<file path="src/rtl/tsc_pkg.sv">
// ----------------------------------------------------------------------------
// tsc_pkg
// Shared types and constants for the Taylor-series sine/cosine block:
// microcode control word, status bundle, series and reduction constants.
// ----------------------------------------------------------------------------
`default_nettype none

package tsc_pkg;

    // internal fixed-point fraction bits (Q58 in 64 bits)
    localparam int IQ = 58;

    localparam logic [3:0]  NUM_TERMS_RST  = 4'd10;
    localparam logic [63:0] INV_TWO_PI_Q64 = 64'h28BE_60DB_9391_054A;
    localparam logic [63:0] TWO_PI_Q61     = 64'hC90F_DAA2_2168_C235;

    // 2^(IQ+1); coefficients are round-half-up(2^IQ / k!)
    localparam logic [63:0] INV_FACT_NUM = 64'd1 << (IQ + 1);

    localparam logic [63:0] INV_FACT [32] = '{
        (INV_FACT_NUM / 64'd1                  + 64'd1) >> 1,
        (INV_FACT_NUM / 64'd1                  + 64'd1) >> 1,
        (INV_FACT_NUM / 64'd2                  + 64'd1) >> 1,
        (INV_FACT_NUM / 64'd6                  + 64'd1) >> 1,
        (INV_FACT_NUM / 64'd24                 + 64'd1) >> 1,
        (INV_FACT_NUM / 64'd120                + 64'd1) >> 1,
        (INV_FACT_NUM / 64'd720                + 64'd1) >> 1,
        (INV_FACT_NUM / 64'd5040               + 64'd1) >> 1,
        (INV_FACT_NUM / 64'd40320              + 64'd1) >> 1,
        (INV_FACT_NUM / 64'd362880             + 64'd1) >> 1,
        (INV_FACT_NUM / 64'd3628800            + 64'd1) >> 1,
        (INV_FACT_NUM / 64'd39916800           + 64'd1) >> 1,
        (INV_FACT_NUM / 64'd479001600          + 64'd1) >> 1,
        (INV_FACT_NUM / 64'd6227020800         + 64'd1) >> 1,
        (INV_FACT_NUM / 64'd87178291200        + 64'd1) >> 1,
        (INV_FACT_NUM / 64'd1307674368000      + 64'd1) >> 1,
        (INV_FACT_NUM / 64'd20922789888000     + 64'd1) >> 1,
        (INV_FACT_NUM / 64'd355687428096000    + 64'd1) >> 1,
        (INV_FACT_NUM / 64'd6402373705728000   + 64'd1) >> 1,
        (INV_FACT_NUM / 64'd121645100408832000 + 64'd1) >> 1,
        64'd0, 64'd0, 64'd0, 64'd0, 64'd0, 64'd0,
        64'd0, 64'd0, 64'd0, 64'd0, 64'd0, 64'd0
    };

    typedef logic [4:0] step_t;

    typedef enum logic [3:0] {
        UOP_NOP,
        UOP_RED_LOAD,   // |angle| x 1/(2pi)
        UOP_FRAC,       // take turn fraction, load x 2pi
        UOP_XFIN,       // x done, load x*x
        UOP_INIT,       // x2 done, acc = top coefficient
        UOP_TERM_LOAD,  // load acc*x2, step term index down
        UOP_HORNER,     // acc = c(i) + acc*x2
        UOP_SIN_LOAD,   // load x*acc
        UOP_SIN_FIN,    // acc = x*acc
        UOP_OUT         // round and emit
    } uop_t;

    typedef enum logic [2:0] {
        MUL_NONE,
        MUL_LL,
        MUL_LH,
        MUL_HL,
        MUL_HH
    } mul_t;

    typedef enum logic [1:0] {
        ACC_NONE,
        ACC_S0,
        ACC_S32,
        ACC_S64
    } acc_t;

    typedef enum logic [2:0] {
        JMP_NEXT,
        JMP_ALWAYS,
        JMP_IF_ZERO,
        JMP_IF_COS,
        JMP_END
    } jmp_t;

    typedef struct packed {
        uop_t  uop;
        mul_t  mul;
        acc_t  acc;
        jmp_t  jmp;
        step_t target;
    } ctrl_t;

    typedef struct packed {
        logic cosine;
        logic i_zero;
    } stat_t;

    localparam ctrl_t CTRL_NOP = '{
        uop: UOP_NOP, mul: MUL_NONE, acc: ACC_NONE, jmp: JMP_NEXT, target: '0
    };

endpackage

`default_nettype wire

</file>
<file path="src/rtl/tsc_seq.sv">
// ----------------------------------------------------------------------------
// tsc_seq
// Microcode sequencer: step counter, control ROM and jump logic.
// ----------------------------------------------------------------------------
`default_nettype none

module tsc_seq
    import tsc_pkg::*;
(
    input  wire   clk,
    input  wire   rst_n,
    input  wire   start,
    input  wire   hold,
    input  stat_t stat,
    output ctrl_t ctrl,
    output logic  busy
);

    localparam step_t STEP_LOOP = 5'd17;
    localparam step_t STEP_TAIL = 5'd24;
    localparam step_t STEP_OUT  = 5'd31;

    logic  busy_reg, busy_next;
    step_t step_reg, step_next;
    ctrl_t rom_word;

    function automatic ctrl_t word(uop_t u, mul_t m, acc_t a, jmp_t j, step_t t);
        ctrl_t w;
        w.uop    = u;
        w.mul    = m;
        w.acc    = a;
        w.jmp    = j;
        w.target = t;
        return w;
    endfunction

    // 64x64 products take four 32x32 passes; ACC adds the previous pass
    always_comb
    begin
        case (step_reg)
            5'd0:  rom_word = word(UOP_RED_LOAD,  MUL_NONE, ACC_NONE, JMP_NEXT, '0);
            5'd1:  rom_word = word(UOP_NOP,       MUL_LL,   ACC_NONE, JMP_NEXT, '0);
            5'd2:  rom_word = word(UOP_NOP,       MUL_LH,   ACC_S0,   JMP_NEXT, '0);
            5'd3:  rom_word = word(UOP_NOP,       MUL_NONE, ACC_S32,  JMP_NEXT, '0);
            5'd4:  rom_word = word(UOP_FRAC,      MUL_NONE, ACC_NONE, JMP_NEXT, '0);
            5'd5:  rom_word = word(UOP_NOP,       MUL_LL,   ACC_NONE, JMP_NEXT, '0);
            5'd6:  rom_word = word(UOP_NOP,       MUL_LH,   ACC_S0,   JMP_NEXT, '0);
            5'd7:  rom_word = word(UOP_NOP,       MUL_HL,   ACC_S32,  JMP_NEXT, '0);
            5'd8:  rom_word = word(UOP_NOP,       MUL_HH,   ACC_S32,  JMP_NEXT, '0);
            5'd9:  rom_word = word(UOP_NOP,       MUL_NONE, ACC_S64,  JMP_NEXT, '0);
            5'd10: rom_word = word(UOP_XFIN,      MUL_NONE, ACC_NONE, JMP_NEXT, '0);
            5'd11: rom_word = word(UOP_NOP,       MUL_LL,   ACC_NONE, JMP_NEXT, '0);
            5'd12: rom_word = word(UOP_NOP,       MUL_LH,   ACC_S0,   JMP_NEXT, '0);
            5'd13: rom_word = word(UOP_NOP,       MUL_HL,   ACC_S32,  JMP_NEXT, '0);
            5'd14: rom_word = word(UOP_NOP,       MUL_HH,   ACC_S32,  JMP_NEXT, '0);
            5'd15: rom_word = word(UOP_NOP,       MUL_NONE, ACC_S64,  JMP_NEXT, '0);
            5'd16: rom_word = word(UOP_INIT,      MUL_NONE, ACC_NONE, JMP_NEXT, '0);
            5'd17: rom_word = word(UOP_TERM_LOAD, MUL_NONE, ACC_NONE, JMP_IF_ZERO,
                                   STEP_TAIL);
            5'd18: rom_word = word(UOP_NOP,       MUL_LL,   ACC_NONE, JMP_NEXT, '0);
            5'd19: rom_word = word(UOP_NOP,       MUL_LH,   ACC_S0,   JMP_NEXT, '0);
            5'd20: rom_word = word(UOP_NOP,       MUL_HL,   ACC_S32,  JMP_NEXT, '0);
            5'd21: rom_word = word(UOP_NOP,       MUL_HH,   ACC_S32,  JMP_NEXT, '0);
            5'd22: rom_word = word(UOP_NOP,       MUL_NONE, ACC_S64,  JMP_NEXT, '0);
            5'd23: rom_word = word(UOP_HORNER,    MUL_NONE, ACC_NONE, JMP_ALWAYS,
                                   STEP_LOOP);
            5'd24: rom_word = word(UOP_SIN_LOAD,  MUL_NONE, ACC_NONE, JMP_IF_COS,
                                   STEP_OUT);
            5'd25: rom_word = word(UOP_NOP,       MUL_LL,   ACC_NONE, JMP_NEXT, '0);
            5'd26: rom_word = word(UOP_NOP,       MUL_LH,   ACC_S0,   JMP_NEXT, '0);
            5'd27: rom_word = word(UOP_NOP,       MUL_HL,   ACC_S32,  JMP_NEXT, '0);
            5'd28: rom_word = word(UOP_NOP,       MUL_HH,   ACC_S32,  JMP_NEXT, '0);
            5'd29: rom_word = word(UOP_NOP,       MUL_NONE, ACC_S64,  JMP_NEXT, '0);
            5'd30: rom_word = word(UOP_SIN_FIN,   MUL_NONE, ACC_NONE, JMP_NEXT, '0);
            5'd31: rom_word = word(UOP_OUT,       MUL_NONE, ACC_NONE, JMP_END,  '0);
            default: rom_word = CTRL_NOP;
        endcase
    end

    always_comb
    begin
        busy_next = busy_reg;
        step_next = step_reg;
        if (!busy_reg)
        begin
            if (start)
            begin
                busy_next = 1'b1;
                step_next = '0;
            end
        end
        else
        begin
            case (rom_word.jmp)
                JMP_NEXT:    step_next = step_reg + 5'd1;
                JMP_ALWAYS:  step_next = rom_word.target;
                JMP_IF_ZERO: step_next = stat.i_zero ? rom_word.target : step_reg + 5'd1;
                JMP_IF_COS:  step_next = stat.cosine ? rom_word.target : step_reg + 5'd1;
                JMP_END:
                begin
                    // wait here while the output register still holds a beat
                    if (!hold)
                    begin
                        busy_next = 1'b0;
                        step_next = '0;
                    end
                end
                default:     step_next = step_reg + 5'd1;
            endcase
        end
    end

    always_ff @(posedge clk or negedge rst_n)
    begin
        if (!rst_n)
        begin
            busy_reg <= 1'b0;
            step_reg <= '0;
        end
        else
        begin
            busy_reg <= busy_next;
            step_reg <= step_next;
        end
    end

    assign ctrl = busy_reg ? rom_word : CTRL_NOP;
    assign busy = busy_reg;

endmodule

`default_nettype wire

</file>
<file path="config.mk">
export PLATFORM = sky130hd
export DESIGN_NAME = tsc_seq
export DESIGN_NICKNAME = d
export VERILOG_FILES = /design/src/rtl/tsc_pkg.sv /design/src/rtl/tsc_seq.sv
export SDC_FILE = /design/constraint.sdc
export NUM_CORES = 1
export LEC_CHECK = 0
export BUFFER_PORTS_ARGS = -buffer_cell sky130_fd_sc_hd__buf_2
export CELL_PAD_IN_SITES_DETAIL_PLACEMENT = 1
export CELL_PAD_IN_SITES_GLOBAL_PLACEMENT = 1
export CORE_MARGIN = 3
export CORE_UTILIZATION = 36
export DETAILED_ROUTE_END_ITERATION = 16
export GPL_ROUTABILITY_DRIVEN = 0
export PLACE_DENSITY_LB_ADDON = 0.1
export SLEW_MARGIN = 0
export SYNTH_ARGS = -nofsm -noshare
export SYNTH_HDL_FRONTEND = slang
export SYNTH_SLANG_ARGS = --single-unit
</file>
<file path="constraint.sdc">
create_clock -name clk -period 5.3 [get_ports clk]
set_input_delay 0.795 -clock clk [delete_from_list [all_inputs] [get_ports clk]]
set_output_delay 0.795 -clock clk [all_outputs]
set_load 0.1 [all_outputs]
</file>
Word-level counts from Yosys, hierarchy flattened:

Memory sizes are Yosys's and may differ from the RTL's.
Cells that the tools add are included.

* input port bits: 6
* word-level logic and storage cells: 22
* flip-flop bits (word level): 6
* memories kept: 1
* output and inout port bits: 18
* bits in writable memories: 0
* memory bits (read-only): 544
* latch bits: 0

Memories
* (no name shown): depth 32, width 17, rd ports 1, clocked after memory_dff 0, wr ports 0, line tsc_seq.sv:40 `case (step_reg)`

* shift-type cells: 0
* bitwise logic cells: 0
* reductions and logical operators: 2
* div/mod/pow operators: 0
* multiply operators: 0
* add/sub/neg operators: 1
* eq/ne operators: 5
* mux-type cells: 11
* magnitude comparators: 0

Operator list (number)
* $mux W5: 5
* $pmux W5 S4: 1
* $mux W17: 1
* $eq A3 B2 Y1 const B: 2
* $add A5 B1 Y5 const B: 1
* $mux W1: 4
* $eq A3 B1 Y1 const B: 1
* $eq A3 B3 Y1 const B: 1
* $ne A3 B3 Y1 const B: 1
* $reduce_and A2 Y1: 1
* $reduce_bool A2 Y1: 1

Logic depth before layout (Yosys ltp):

Gate-level depths: netlist (run 1).

* depth after elaboration: 4
* mapped depth: 8
* mapped depth without buffers: 7

Worst setup path after synthesis (run 1):

Ideal clock, no wire load.

* path kind: register to output
* start: register busy_reg, in the netlist busy
* end: output ctrl[8] (netlist name)
* arrival time: 3.503 ns
* slack: 1.002 ns
* path buffers: 1
* stages on the path, launching flop included: 3
* required time: 4.505 ns
* path through: dfrtp_1 > clkbuf_1 > a21boi_0

RTL lines
* start: declaration: line tsc_seq.sv:23 `logic busy_reg, busy_next;`
* start signal: assignment: line tsc_seq.sv:122 `busy_reg <= busy_next;`
* end: declaration: line tsc_seq.sv:15 `output ctrl_t ctrl,`

==> results of run 1 <==
area by class of cell:
| type | instances | share of cell area (%) |
|---|---|---|
| multi-input cells | 123 | 69.5 |
| repair buffers | 23 | 10.2 |
| inverters | 5 | 1.66 |
| clock buffers | 3 | 2.00 |
| flip-flops and latches | 6 | 13.3 |
| well taps | 30 | 3.33 |
worst max-delay path by stage:
stage	end	slack, ns	depth (start not counted)
floorplan	ctrl[8]	1.00	2
global placement	ctrl[9]	2.09	6
detailed placement	ctrl[9]	2.07	6
CTS	ctrl[9]	1.82	6
global route	ctrl[9]	1.58	6
finish	ctrl[0]	1.81	4
cells by family (layout without fill, tap and decap cells):
family / after synthesis / after routing
compound gates: 57 / 57
simple gates: 54 / 54
buf+inv: 21 / 31
fa+ha+maj: 8 / 8
flops: 6 / 6
xor+xnor: 2 / 2
mux: 2 / 2
worst max-delay path: stages, from the launching register on:
cell and delay [ns]:
sky130_fd_sc_hd__dfrtp_1 1.04, sky130_fd_sc_hd__nand2_1 0.39, sky130_fd_sc_hd__o21ai_1 0.41, sky130_fd_sc_hd__and2_1 0.19
sky130_fd_sc_hd__buf_2 0.42
metrics by stage:
stage | worst slack [ns] | hold slack, ns | utilization (%)
6_report | 1.81 | 0.373 | 43.2
5_1_grt | 1.58 | 0.364 | 43.2
4_1_cts | 1.82 | 0.368 | 43.2
3_5_place_dp | 2.07 | 0.623 | 42.3
3_3_place_gp | 2.09 | 0.619 | 42.3
2_1_floorplan | 1.00 | 0.499 | -
layout by cell type, fill, tap and decap left out, drive strengths merged, types with 2 or more instances in the layout:
| master | n |
|---|---|
| dfrtp | 6 |
| nand3 | 5 |
| o21ai | 17 |
| nor2b | 4 |
| and2 | 3 |
| buf | 23 |
| a211oi | 2 |
| nand2b | 4 |
| xor2 | 2 |
| o221a | 3 |
| nor3 | 3 |
| inv | 5 |
| clkbuf | 3 |
| ha | 8 |
| a21oi | 17 |
| a31oi | 3 |
| nand2 | 20 |
| mux2i | 2 |
| or2 | 3 |
| nor2 | 7 |
| o21bai | 2 |
routing by layer:
layer	up-vias	routed length, microns	GRT usage, %
li1	559	-	-
met1	554	1630	26.7
met2	25	1520	32.4
met3	2	95	0.648
met4	0	26	4.43
met5	-	0	0
==> flow_summary.html, run 1 <==
<table>
<tr><th>Metric</th><th>Value</th></tr>
<tr><th colspan="2">Clock network</th></tr>
<tr><td>Number of clock sinks</td><td>6</td></tr>
<tr><td>Source-to-sink clock delay at the later pin of the worst-skew pair</td><td>0.24 ns</td></tr>
<tr><td>CTS tree</td><td>yes</td></tr>
<tr><td>Root buffer cell</td><td>sky130_fd_sc_hd__clkbuf_4</td></tr>
<tr><td>PostCTS Resize Cnt</td><td>0</td></tr>
<tr><td>Number of levels in the clock H-tree</td><td>1</td></tr>
<tr><td>Number of buffers inserted by hold repair at cts</td><td>0</td></tr>
<tr><td>TritonCTS Buffers</td><td>3</td></tr>
<tr><td>Setup Fix Bufs, Post-CTS</td><td>0</td></tr>
<tr><td>Clock transition at the registers of the reported paths</td><td>0.05 ns</td></tr>
<tr><td>Number of buffers on the longest clock path</td><td>2</td></tr>
<tr><th colspan="2">Worst setup path</th></tr>
<tr><td>Critical register-to-register path endpoint</td><td>step_reg[4]</td></tr>
<tr><td>Maximum fanout encountered on the critical timing path</td><td>36</td></tr>
<tr><td>Reg2Reg Launch Point</td><td>step_reg[2]</td></tr>
<tr><td>WP data required</td><td>4.51 ns</td></tr>
<tr><td>Logic depth of the worst register-to-register path</td><td>5</td></tr>
<tr><td>Endpoint class of the critical path</td><td>primary output</td></tr>
<tr><td>Sort of element at the start of the critical path</td><td>flop</td></tr>
<tr><td>Flop2flop setup slack</td><td>2.49 ns</td></tr>
<tr><td>Critical path class</td><td>reg2out</td></tr>
<tr><td>Timing startpoint of the critical path</td><td>step_reg[3]</td></tr>
<tr><td>Arrival time of the worst setup path</td><td>2.70 ns</td></tr>
<tr><th colspan="2">Detailed routing</th></tr>
<tr><td>Routed WL per cell</td><td>17.2 microns</td></tr>
<tr><td>Final WL</td><td>3270 microns</td></tr>
<tr><td>Average vias per placed instance</td><td>6.00</td></tr>
<tr><td>Antenna viol nets, final</td><td>0</td></tr>
<tr><td>Drt initial violations</td><td>33</td></tr>
<tr><td>Total vias in the final route</td><td>1140</td></tr>
<tr><td>Number of iterations in the first detailed-routing pass</td><td>4</td></tr>
<tr><td>Remaining DRCs</td><td>0</td></tr>
<tr><th colspan="2">Global route</th></tr>
<tr><td>GR Overflow Total</td><td>0</td></tr>
<tr><td>Wire length of the first global-routing pass</td><td>5260 microns</td></tr>
<tr><td>Global-route total usage across every layer</td><td>19.1%</td></tr>
<tr><td>Vias in the first global route</td><td>1109</td></tr>
<tr><td>Largest net degree at the start of global routing</td><td>37</td></tr>
<tr><td>Number of antenna violations at the first check in global routing</td><td>0</td></tr>
<tr><th colspan="2">Final layout</th></tr>
<tr><td>Cell area after layout</td><td>0.00113 sq mm</td></tr>
<tr><td>Nets</td><td>176</td></tr>
<tr><td>Layout cell share with drive strength beyond 1</td><td>22.5%</td></tr>
<tr><td>Total area of multi-input combinational cells</td><td>785 sq um</td></tr>
<tr><td>Max FFs per register</td><td>5</td></tr>
<tr><td>Filler-free cell count of the finished design</td><td>190</td></tr>
<tr><td>Fill cell instance count of the final layout</td><td>358</td></tr>
<tr><td>Count of inserted antenna diode cells</td><td>0</td></tr>
<tr><td>Combined flip-flop and latch cell area</td><td>150 sq um</td></tr>
<tr><td>Area overhead of the layout relative to synthesis</td><td>8.81%</td></tr>
<tr><th colspan="2">Synth</th></tr>
<tr><td>Number of flops mapped to enable cells by yosys</td><td>0</td></tr>
<tr><td>Distinct cells, synth</td><td>46</td></tr>
<tr><td>Post-synthesis simple-gate area fraction</td><td>26.8%</td></tr>
<tr><td>Mean area per synthesized cell</td><td>6.91 sq um</td></tr>
<tr><td>Synth async-reset ratio</td><td>100%</td></tr>
<tr><td>Count of mapped cells out of synthesis</td><td>150</td></tr>
<tr><td>Area share of xor/xnor cells in the synthesized design</td><td>1.69%</td></tr>
<tr><td>Seq cells post-synth</td><td>6</td></tr>
<tr><td>Sequential cell area fraction in the yosys report</td><td>14.5%</td></tr>
<tr><td>Fraction of the mapped netlist area in compound gates</td><td>35.2%</td></tr>
<tr><td>Main synth FF type</td><td>sky130_fd_sc_hd__dfrtp_1</td></tr>
<tr><td>Top cell type's share of synthesized area</td><td>14.5%</td></tr>
<tr><td>Most instantiated cells after synthesis</td><td>sky130_fd_sc_hd__nand2_1, sky130_fd_sc_hd__a21oi_1, sky130_fd_sc_hd__o21ai_0, sky130_fd_sc_hd__ha_1</td></tr>
<tr><td>Share of synthesized cell area in full adder, half adder and majority cells</td><td>9.65%</td></tr>
<tr><td>Library cell occupying the most area in the post-synthesis netlist</td><td>sky130_fd_sc_hd__dfrtp_1</td></tr>
<tr><td>Portion of netlist area occupied by mux cells</td><td>2.29%</td></tr>
<tr><td>Dominant cell by count in the synthesized netlist</td><td>sky130_fd_sc_hd__nand2_1</td></tr>
<tr><td>Post-synthesis cell area</td><td>0.00104 sq mm</td></tr>
<tr><td>YS warnings</td><td>0</td></tr>
<tr><td>Synthesized netlist net count</td><td>164</td></tr>
<tr><td>Largest cells by area after synthesis</td><td>sky130_fd_sc_hd__dfrtp_1, sky130_fd_sc_hd__ha_1, sky130_fd_sc_hd__a21oi_1, sky130_fd_sc_hd__o21ai_0, sky130_fd_sc_hd__nand2_1</td></tr>
<tr><td>Dominant combinational cell family by area after synthesis</td><td>compound AO/OA/AOI/OAI gates</td></tr>
<tr><th colspan="2">STA</th></tr>
<tr><td>Final clock period utilization by the worst path</td><td>65.9%</td></tr>
<tr><td>Skew final</td><td>0.000185 ns</td></tr>
<tr><td>Highest clock rate</td><td>286 MHz</td></tr>
<tr><td>Headroom to the max-slew limit</td><td>28.7%</td></tr>
<tr><td>Worst Max-Slew Pin Slew</td><td>1.07 ns</td></tr>
<tr><td>Hold Fails Final Rpt</td><td>0</td></tr>
<tr><td>Final-layout setup total negative slack</td><td>0 ns</td></tr>
<tr><td>Tmin final</td><td>3.49 ns</td></tr>
<tr><td>Endpoints failing setup</td><td>0</td></tr>
<tr><td>RSZ-0062 raised after global routing</td><td>false</td></tr>
<tr><td>Final-report max-slew violation count</td><td>0</td></tr>
<tr><th colspan="2">Job</th></tr>
<tr><td>Max capacitance violation total</td><td>0</td></tr>
<tr><th colspan="2">Floorplanning</th></tr>
<tr><td>Io pins</td><td>24</td></tr>
<tr><td>Total number of placement rows</td><td>18</td></tr>
<tr><td>Starting utilization of the core area</td><td>39.7%</td></tr>
<tr><td>Area of the core</td><td>0.00261 sq mm</td></tr>
<tr><td>Die H</td><td>59.7 microns</td></tr>
<tr><td>Die Footprint</td><td>0.00356 sq mm</td></tr>
<tr><td>DIE WIDTH</td><td>59.7 microns</td></tr>
<tr><th colspan="2">Run status</th></tr>
<tr><td>Outcome</td><td>complete, no violations</td></tr>
<tr><th colspan="2">Place</th></tr>
<tr><td>Post-detail-place hpwl</td><td>2420 microns</td></tr>
<tr><td>DP Area</td><td>0.00111 sq mm</td></tr>
<tr><td>Number of placed cells counting well taps</td><td>187</td></tr>
<tr><td>IO buf count</td><td>23</td></tr>
<tr><th colspan="2">Hold path</th></tr>
<tr><td>HP Class</td><td>in2async</td></tr>
</table>
Power of run 1 is not shown: default switching activity piles up to over one toggle a cycle in this logic, so the estimate is an artifact.
==> inputs of run 2 (changes only) <==
CORE_UTILIZATION = 34   (was 36)
clock period = 3 ns   (was 5.3 ns; I/O delays follow)
==> run 2 against run 1 <==
Clock-buffer cell count unchanged. Die area is 5.3% higher. Global-route usage grew 1.1 points.
==> flow_summary.html, run 2 (same netlist as run 1, synthesis figures left out) <==
<table>
<tr><th>Metric</th><th>Value</th></tr>
<tr><th colspan="2">Detailed routing</th></tr>
<tr><td>Drt initial violations</td><td>42 (was 33)</td></tr>
<tr><td>Average vias per placed instance</td><td>5.89 (was 6.00)</td></tr>
<tr><td>Total vias in the final route</td><td>1167 (was 1140)</td></tr>
<tr><td>Remaining DRCs</td><td>0 (unchanged)</td></tr>
<tr><td>Antenna viol nets, final</td><td>0 (unchanged)</td></tr>
<tr><td>Final WL</td><td>3380 microns (was 3270 microns)</td></tr>
<tr><td>Routed WL per cell</td><td>17.1 microns (was 17.2 microns)</td></tr>
<tr><td>Number of iterations in the first detailed-routing pass</td><td>4 (unchanged)</td></tr>
<tr><th colspan="2">Final layout</th></tr>
<tr><td>Combined flip-flop and latch cell area</td><td>150 sq um (unchanged)</td></tr>
<tr><td>Fill cell instance count of the final layout</td><td>376 (was 358)</td></tr>
<tr><td>Fraction of the core area covered by cells at the end of the flow</td><td>43.0% (was 43.2%)</td></tr>
<tr><td>Nets</td><td>183 (was 176)</td></tr>
<tr><td>Count of inserted antenna diode cells</td><td>0 (unchanged)</td></tr>
<tr><td>Area overhead of the layout relative to synthesis</td><td>17.4% (was 8.81%)</td></tr>
<tr><td>Total area of multi-input combinational cells</td><td>815 sq um (was 785 sq um)</td></tr>
<tr><td>Layout cell share with drive strength beyond 1</td><td>29.9% (was 22.5%)</td></tr>
<tr><td>Highest-count cells in the layout ignoring fill and taps</td><td>sky130_fd_sc_hd__buf_2, sky130_fd_sc_hd__nand2_1, sky130_fd_sc_hd__o21ai_0 (was sky130_fd_sc_hd__buf_2, sky130_fd_sc_hd__nand2_1, sky130_fd_sc_hd__a21oi_1)</td></tr>
<tr><td>Leading cell type in the layout, fill and taps excluded</td><td>sky130_fd_sc_hd__buf_2 (unchanged)</td></tr>
<tr><td>Filler-free cell count of the finished design</td><td>198 (was 190)</td></tr>
<tr><td>Max FFs per register</td><td>5 (unchanged)</td></tr>
<tr><th colspan="2">Clock network</th></tr>
<tr><td>CTS tree</td><td>yes (unchanged)</td></tr>
<tr><td>Number of levels in the clock H-tree</td><td>1 (unchanged)</td></tr>
<tr><td>Source-to-sink clock delay at the later pin of the worst-skew pair</td><td>0.24 ns (about the same)</td></tr>
<tr><td>Setup Fix Bufs, Post-CTS</td><td>0 (unchanged)</td></tr>
<tr><td>Clock transition at the registers of the reported paths</td><td>0.04 ns (was 0.05 ns)</td></tr>
<tr><td>Root buffer cell</td><td>sky130_fd_sc_hd__clkbuf_4 (unchanged)</td></tr>
<tr><td>TritonCTS Buffers</td><td>3 (unchanged)</td></tr>
<tr><td>Number of clock sinks</td><td>6 (unchanged)</td></tr>
<tr><td>Number of buffers on the longest clock path</td><td>2 (unchanged)</td></tr>
<tr><th colspan="2">Place</th></tr>
<tr><td>IO buf count</td><td>23 (unchanged)</td></tr>
<tr><td>Number of placed cells counting well taps</td><td>194 (was 187)</td></tr>
<tr><td>Pre-CTS worst setup slack</td><td>0.344 ns (was 2.07 ns)</td></tr>
<tr><td>Post-detail-place hpwl</td><td>2650 microns (was 2420 microns)</td></tr>
<tr><th colspan="2">STA</th></tr>
<tr><td>Final clock period utilization by the worst path</td><td>94.1%</td></tr>
<tr><td>Hold Fails Final Rpt</td><td>0 (unchanged)</td></tr>
<tr><td>Worst hold slack</td><td>0.514 ns (was 0.373 ns)</td></tr>
<tr><td>Worst Max-Slew Pin Slew</td><td>0.509 ns (was 1.07 ns)</td></tr>
<tr><td>Endpoints failing setup</td><td>0 (unchanged)</td></tr>
<tr><td>Tmin final</td><td>2.82 ns</td></tr>
<tr><td>Skew final</td><td>0.00211 ns (was 0.000185 ns)</td></tr>
<tr><td>Headroom to the max-slew limit</td><td>66.1% (was 28.7%)</td></tr>
<tr><td>Final-report max-slew violation count</td><td>0 (unchanged)</td></tr>
<tr><td>RSZ-0062 raised after global routing</td><td>true (was false)</td></tr>
<tr><td>Fin worst setup slack</td><td>0.176 ns (was 1.81 ns)</td></tr>
<tr><td>Highest clock rate</td><td>354 MHz</td></tr>
<tr><th colspan="2">Global route</th></tr>
<tr><td>GRT met3 Usage</td><td>3.98% (was 0.648%)</td></tr>
<tr><td>Vias in the first global route</td><td>1115 (was 1109)</td></tr>
<tr><td>Wire length of the first global-routing pass</td><td>5610 microns (was 5260 microns)</td></tr>
<tr><td>GR Overflow Total</td><td>0 (unchanged)</td></tr>
<tr><td>Number of antenna violations at the first check in global routing</td><td>0 (unchanged)</td></tr>
<tr><td>Global-route total usage across every layer</td><td>20.2% (was 19.1%)</td></tr>
<tr><td>Met2 usage in global routing</td><td>31.4% (was 32.4%)</td></tr>
<tr><td>Met1 track demand over resource</td><td>28.4% (was 26.7%)</td></tr>
<tr><td>Layer with the highest usage</td><td>met2 (unchanged)</td></tr>
<tr><td>Largest net degree at the start of global routing</td><td>28 (was 37)</td></tr>
<tr><th colspan="2">Floorplanning</th></tr>
<tr><td>Die Footprint</td><td>0.00375 sq mm (was 0.00356 sq mm)</td></tr>
<tr><td>Total number of placement rows</td><td>19 (was 18)</td></tr>
<tr><td>DIE WIDTH</td><td>61.2 microns (was 59.7 microns)</td></tr>
<tr><td>Area of the core</td><td>0.00283 sq mm (was 0.00261 sq mm)</td></tr>
<tr><td>Die H</td><td>61.2 microns (was 59.7 microns)</td></tr>
<tr><td>Starting utilization of the core area</td><td>36.7% (was 39.7%)</td></tr>
<tr><td>Io pins</td><td>24 (unchanged)</td></tr>
<tr><th colspan="2">Worst setup path</th></tr>
<tr><td>Category of cells accounting for the largest share of critical-path delay</td><td>adder cells (was flip-flops)</td></tr>
<tr><td>Arrival time of the worst setup path</td><td>2.37 ns (was 2.70 ns)</td></tr>
<tr><td>Critical path class</td><td>reg2out (unchanged)</td></tr>
<tr><td>Maximum fanout encountered on the critical timing path</td><td>13 (was 36)</td></tr>
<tr><td>Reg2Reg Launch Point</td><td>step_reg[0] (was step_reg[2])</td></tr>
<tr><td>Largest stage delay, worst path</td><td>0.52 ns (was 1.04 ns)</td></tr>
<tr><td>Endpoint class of the critical path</td><td>primary output (unchanged)</td></tr>
<tr><td>Slowest CP cell</td><td>sky130_fd_sc_hd__dfrtp_1 (unchanged)</td></tr>
<tr><td>Flop2flop setup slack</td><td>0.43 ns (was 2.49 ns)</td></tr>
<tr><td>Number of buffer and inverter instances along the worst setup path</td><td>1 (unchanged)</td></tr>
<tr><td>Sort of element at the start of the critical path</td><td>flop (unchanged)</td></tr>
<tr><td>WP data required</td><td>2.55 ns (was 4.51 ns)</td></tr>
<tr><td>Logic depth of the worst register-to-register path</td><td>7 (was 5)</td></tr>
<tr><td>Critical register-to-register path endpoint</td><td>step_reg[4] (unchanged)</td></tr>
<tr><td>Timing startpoint of the critical path</td><td>step_reg[0] (was step_reg[3])</td></tr>
<tr><td>Sequence of cells on the critical path</td><td>ha_1, ha_2, nand3b_1, o21ai_1, and2_1, buf_2 (was nand2_1, o21ai_1, and2_1, buf_2)</td></tr>
<tr><th colspan="2">Hold path</th></tr>
<tr><td>Worst hold path stage count</td><td>3</td></tr>
<tr><td>Critical hold path startpoint</td><td>hold</td></tr>
<tr><td>HP Class</td><td>in2reg (was in2async)</td></tr>
<tr><td>Destination of the worst hold path</td><td>busy</td></tr>
<tr><th colspan="2">Job</th></tr>
<tr><td>Max capacitance violation total</td><td>0 (unchanged)</td></tr>
<tr><th colspan="2">Run status</th></tr>
<tr><td>Outcome</td><td>complete, no violations (unchanged)</td></tr>
</table>
run 2: final cells by class:
class,count,share of cell area [%]
multi-input cells,123,66.9
repair buffers,30,14.2
flip-flops and latches,6,12.3
well taps,31,3.19
clock buffers,3,1.85
inverters,5,1.54
run 2: through the flow:
stage,area (sq um),TNS (ns)
finish,1220,0
global route,1220,-0.0645
CTS,1200,0
detailed placement,1180,0
global placement,1180,0
floorplan,1060,-0.272
run 2: layer usage:
| layer | share of wire (%) | vias to the layer above |
|---|---|---|
| li1 | - | 572 |
| met1 | 50 | 569 |
| met2 | 46 | 24 |
| met3 | 3.3 | 2 |
| met4 | 0.50 | 0 |
| met5 | 0 | - |
run 2: worst max path at each step:
stage	end	slack [ns]	cells past startpoint
after floorplan	ctrl[8]	-0.22	2
after global placement	ctrl[9]	0.46	7
after detailed placement	ctrl[5]	0.34	6
after CTS	ctrl[5]	0.07	6
after global routing	ctrl[5]	-0.03	6
final	ctrl[5]	0.18	6
run 2: repair_timing:
| action | CTS | global route |
|---|---|---|
| gates resized for setup | 0 | 2 |
| endpoints found under the setup margin | 0 | 5 |
| hold endpoints to repair | 0 | 3 |
| hold buffers | 0 | 1 |
run 2: worst register-to-register path, cell delays in order (launching register included):
cell,delay (ns)
sky130_fd_sc_hd__dfrtp_1,0.52
sky130_fd_sc_hd__inv_1,0.17
sky130_fd_sc_hd__ha_1,0.33
sky130_fd_sc_hd__mux2i_2,0.37
sky130_fd_sc_hd__nor2_1,0.14
sky130_fd_sc_hd__o31ai_1,0.43
sky130_fd_sc_hd__a2111oi_0,0.14
sky130_fd_sc_hd__a311o_1,0.35
Power of run 2 is left out for the same reason.
==> inputs of run 3 (changes only) <==
CORE_UTILIZATION = 36   (was 34)
clock period = 3.45 ns   (was 3 ns; I/O delays follow)
==> run 3 against run 2 <==
Clock skew fell by 0.0018 ns. Routed wire length fell by 9.2%. Critical path depth did not move. Sequential share of layout area rose by 0.68 points. Final cell count fell by 3.0%. Register-to-register slack improved by 0.32 ns. Clock-buffer cell count did not move. Final area fell by 5.2%.
==> flow_summary.html, run 3 (same netlist as run 1, synthesis figures left out) <==
<table>
<tr><th>Metric</th><th>Value</th></tr>
<tr><th colspan="2">Run status</th></tr>
<tr><td>Outcome</td><td>complete, no violations (unchanged)</td></tr>
<tr><th colspan="2">Global route</th></tr>
<tr><td>GR Overflow Total</td><td>0 (unchanged)</td></tr>
<tr><td>Layer with the highest usage</td><td>met1 (was met2)</td></tr>
<tr><td>Met1 track demand over resource</td><td>28.5% (was 28.4%)</td></tr>
<tr><td>Vias in the first global route</td><td>1032 (was 1115)</td></tr>
<tr><td>Met2 usage in global routing</td><td>27.8% (was 31.4%)</td></tr>
<tr><td>Wire length of the first global-routing pass</td><td>5130 microns (was 5610 microns)</td></tr>
<tr><td>Number of antenna violations at the first check in global routing</td><td>0 (unchanged)</td></tr>
<tr><td>Largest net degree at the start of global routing</td><td>26 (was 28)</td></tr>
<tr><td>Global-route total usage across every layer</td><td>18.9% (was 20.2%)</td></tr>
<tr><td>GRT met3 Usage</td><td>1.08% (was 3.98%)</td></tr>
<tr><th colspan="2">STA</th></tr>
<tr><td>Worst Max-Slew Pin Slew</td><td>0.807 ns (was 0.509 ns)</td></tr>
<tr><td>RSZ-0062 raised after global routing</td><td>false (was true)</td></tr>
<tr><td>Final clock period utilization by the worst path</td><td>89.7%</td></tr>
<tr><td>Endpoints failing setup</td><td>0 (unchanged)</td></tr>
<tr><td>Highest clock rate</td><td>323 MHz</td></tr>
<tr><td>Skew final</td><td>0.000268 ns (was 0.00211 ns)</td></tr>
<tr><td>Final-report max-slew violation count</td><td>0 (unchanged)</td></tr>
<tr><td>Hold Fails Final Rpt</td><td>0 (unchanged)</td></tr>
<tr><td>Headroom to the max-slew limit</td><td>46.2% (was 66.1%)</td></tr>
<tr><td>Tmin final</td><td>3.10 ns</td></tr>
<tr><td>Final-layout setup total negative slack</td><td>0 ns (unchanged)</td></tr>
<tr><th colspan="2">Worst setup path</th></tr>
<tr><td>Maximum fanout encountered on the critical timing path</td><td>13 (unchanged)</td></tr>
<tr><td>Critical path class</td><td>reg2out (unchanged)</td></tr>
<tr><td>WP data required</td><td>2.93 ns (was 2.55 ns)</td></tr>
<tr><td>Arrival time of the worst setup path</td><td>2.58 ns (was 2.37 ns)</td></tr>
<tr><td>Sort of element at the start of the critical path</td><td>flop (unchanged)</td></tr>
<tr><td>Endpoint class of the critical path</td><td>primary output (unchanged)</td></tr>
<tr><th colspan="2">Clock network</th></tr>
<tr><td>Number of clock sinks</td><td>6 (unchanged)</td></tr>
<tr><td>TritonCTS Buffers</td><td>3 (unchanged)</td></tr>
<tr><td>Clock transition at the registers of the reported paths</td><td>0.04 ns (about the same)</td></tr>
<tr><td>Number of buffers inserted by hold repair at cts</td><td>0 (unchanged)</td></tr>
<tr><td>CTS tree</td><td>yes (unchanged)</td></tr>
<tr><td>Source-to-sink clock delay at the later pin of the worst-skew pair</td><td>0.24 ns (about the same)</td></tr>
<tr><td>Setup Fix Bufs, Post-CTS</td><td>0 (unchanged)</td></tr>
<tr><td>Number of buffers on the longest clock path</td><td>2 (unchanged)</td></tr>
<tr><td>Root buffer cell</td><td>sky130_fd_sc_hd__clkbuf_4 (unchanged)</td></tr>
<tr><td>Number of levels in the clock H-tree</td><td>1 (unchanged)</td></tr>
<tr><td>PostCTS Resize Cnt</td><td>0 (unchanged)</td></tr>
<tr><th colspan="2">Final layout</th></tr>
<tr><td>Fill cell instance count of the final layout</td><td>339 (was 376)</td></tr>
<tr><td>Filler-free cell count of the finished design</td><td>192 (was 198)</td></tr>
<tr><td>Max FFs per register</td><td>5 (unchanged)</td></tr>
<tr><td>Count of inserted antenna diode cells</td><td>0 (unchanged)</td></tr>
<tr><td>Combined flip-flop and latch cell area</td><td>150 sq um (unchanged)</td></tr>
<tr><td>Layout cell share with drive strength beyond 1</td><td>25.3% (was 29.9%)</td></tr>
<tr><td>Leading cell type in the layout, fill and taps excluded</td><td>sky130_fd_sc_hd__buf_2 (unchanged)</td></tr>
<tr><td>Area overhead of the layout relative to synthesis</td><td>11.2% (was 17.4%)</td></tr>
<tr><td>Nets</td><td>178 (was 183)</td></tr>
<tr><td>Highest-count cells in the layout ignoring fill and taps</td><td>sky130_fd_sc_hd__buf_2, sky130_fd_sc_hd__nand2_1, sky130_fd_sc_hd__a21oi_1 (was sky130_fd_sc_hd__buf_2, sky130_fd_sc_hd__nand2_1, sky130_fd_sc_hd__o21ai_0)</td></tr>
<tr><td>Total area of multi-input combinational cells</td><td>795 sq um (was 815 sq um)</td></tr>
<tr><th colspan="2">Detailed routing</th></tr>
<tr><td>Total vias in the final route</td><td>1135 (was 1167)</td></tr>
<tr><td>Drt initial violations</td><td>43 (was 42)</td></tr>
<tr><td>Number of iterations in the first detailed-routing pass</td><td>4 (unchanged)</td></tr>
<tr><td>Remaining DRCs</td><td>0 (unchanged)</td></tr>
<tr><td>Routed WL per cell</td><td>16.0 microns (was 17.1 microns)</td></tr>
<tr><td>Antenna viol nets, final</td><td>0 (unchanged)</td></tr>
<tr><td>Final WL</td><td>3070 microns (was 3380 microns)</td></tr>
<tr><td>Average vias per placed instance</td><td>5.91 (was 5.89)</td></tr>
<tr><th colspan="2">Floorplanning</th></tr>
<tr><td>Io pins</td><td>24 (unchanged)</td></tr>
<tr><td>Area of the core</td><td>0.00261 sq mm (was 0.00283 sq mm)</td></tr>
<tr><td>Starting utilization of the core area</td><td>39.7% (was 36.7%)</td></tr>
<tr><td>Total number of placement rows</td><td>18 (was 19)</td></tr>
<tr><td>Die Footprint</td><td>0.00356 sq mm (was 0.00375 sq mm)</td></tr>
<tr><td>DIE WIDTH</td><td>59.7 microns (was 61.2 microns)</td></tr>
<tr><td>Die H</td><td>59.7 microns (was 61.2 microns)</td></tr>
<tr><th colspan="2">Hold path</th></tr>
<tr><td>HP Class</td><td>in2async (was in2reg)</td></tr>
<tr><th colspan="2">Place</th></tr>
<tr><td>Number of placed cells counting well taps</td><td>189 (was 194)</td></tr>
<tr><td>Post-detail-place hpwl</td><td>2420 microns (was 2650 microns)</td></tr>
<tr><td>IO buf count</td><td>23 (unchanged)</td></tr>
<tr><th colspan="2">Job</th></tr>
<tr><td>Max capacitance violation total</td><td>0 (unchanged)</td></tr>
</table>
run 3: cell types whose count changed in the layout (fill, tap and decap cells not counted), sizes merged:
cell | before | now
dlygate4sd3 | 1 | 0
clkbuf | 4 | 3
buf | 28 | 25
run 3: path summary, 6_finish.rpt:
check	slack, ns	from	cells after the start	to
worst max-delay path	0.35	step_reg[0]	6	ctrl[0]
worst min-delay path	0.09	rst_n	1	step_reg[0]
worst max register to register	0.75	step_reg[0]	6	step_reg[4]
worst min register to register	0.64	step_reg[1]	2	step_reg[1]
max in group asynchronous	3.22	rst_n	1	step_reg[4]
min in group clk	0.61	hold	3	busy
run 3: routing by layer:
metal | wire (microns) | share of wire [%] | vias to the layer above
li1 | - | - | 562
met1 | 1530 | 50 | 545
met2 | 1380 | 45 | 26
met3 | 138 | 4.5 | 2
met4 | 17 | 0.55 | 0
met5 | 0 | 0 | -
run 3: critical path, cell delays in order, from the launching register on:
cell	delay, ns
sky130_fd_sc_hd__dfrtp_1	0.52
sky130_fd_sc_hd__ha_1	0.35
sky130_fd_sc_hd__ha_1	0.50
sky130_fd_sc_hd__nand3b_1	0.13
sky130_fd_sc_hd__o21ai_1	0.23
sky130_fd_sc_hd__and2_1	0.19
sky130_fd_sc_hd__buf_2	0.42
run 3: layout make-up:
cell class | count | area share, %
Tap cell | 30 | 3.25
Multi-Input combinational cell | 123 | 68.9
Inverter | 5 | 1.63
Clock buffer | 3 | 1.95
Timing Repair Buffer | 25 | 11.3
Sequential cell | 6 | 13.0
run 3: metrics by stage:
stage	hold slack [ns]	worst slack, ns	util (%)	instance area [sq um]
floorplan	0.222	0.0705	-	1050
global placement	0.340	0.638	43.3	1130
detailed placement	0.343	0.611	43.3	1130
CTS	0.0860	0.364	44.2	1150
global route	0.0848	0.105	44.2	1150
finish	0.0918	0.355	44.2	1150
Power of run 3 is left out for the same reason.
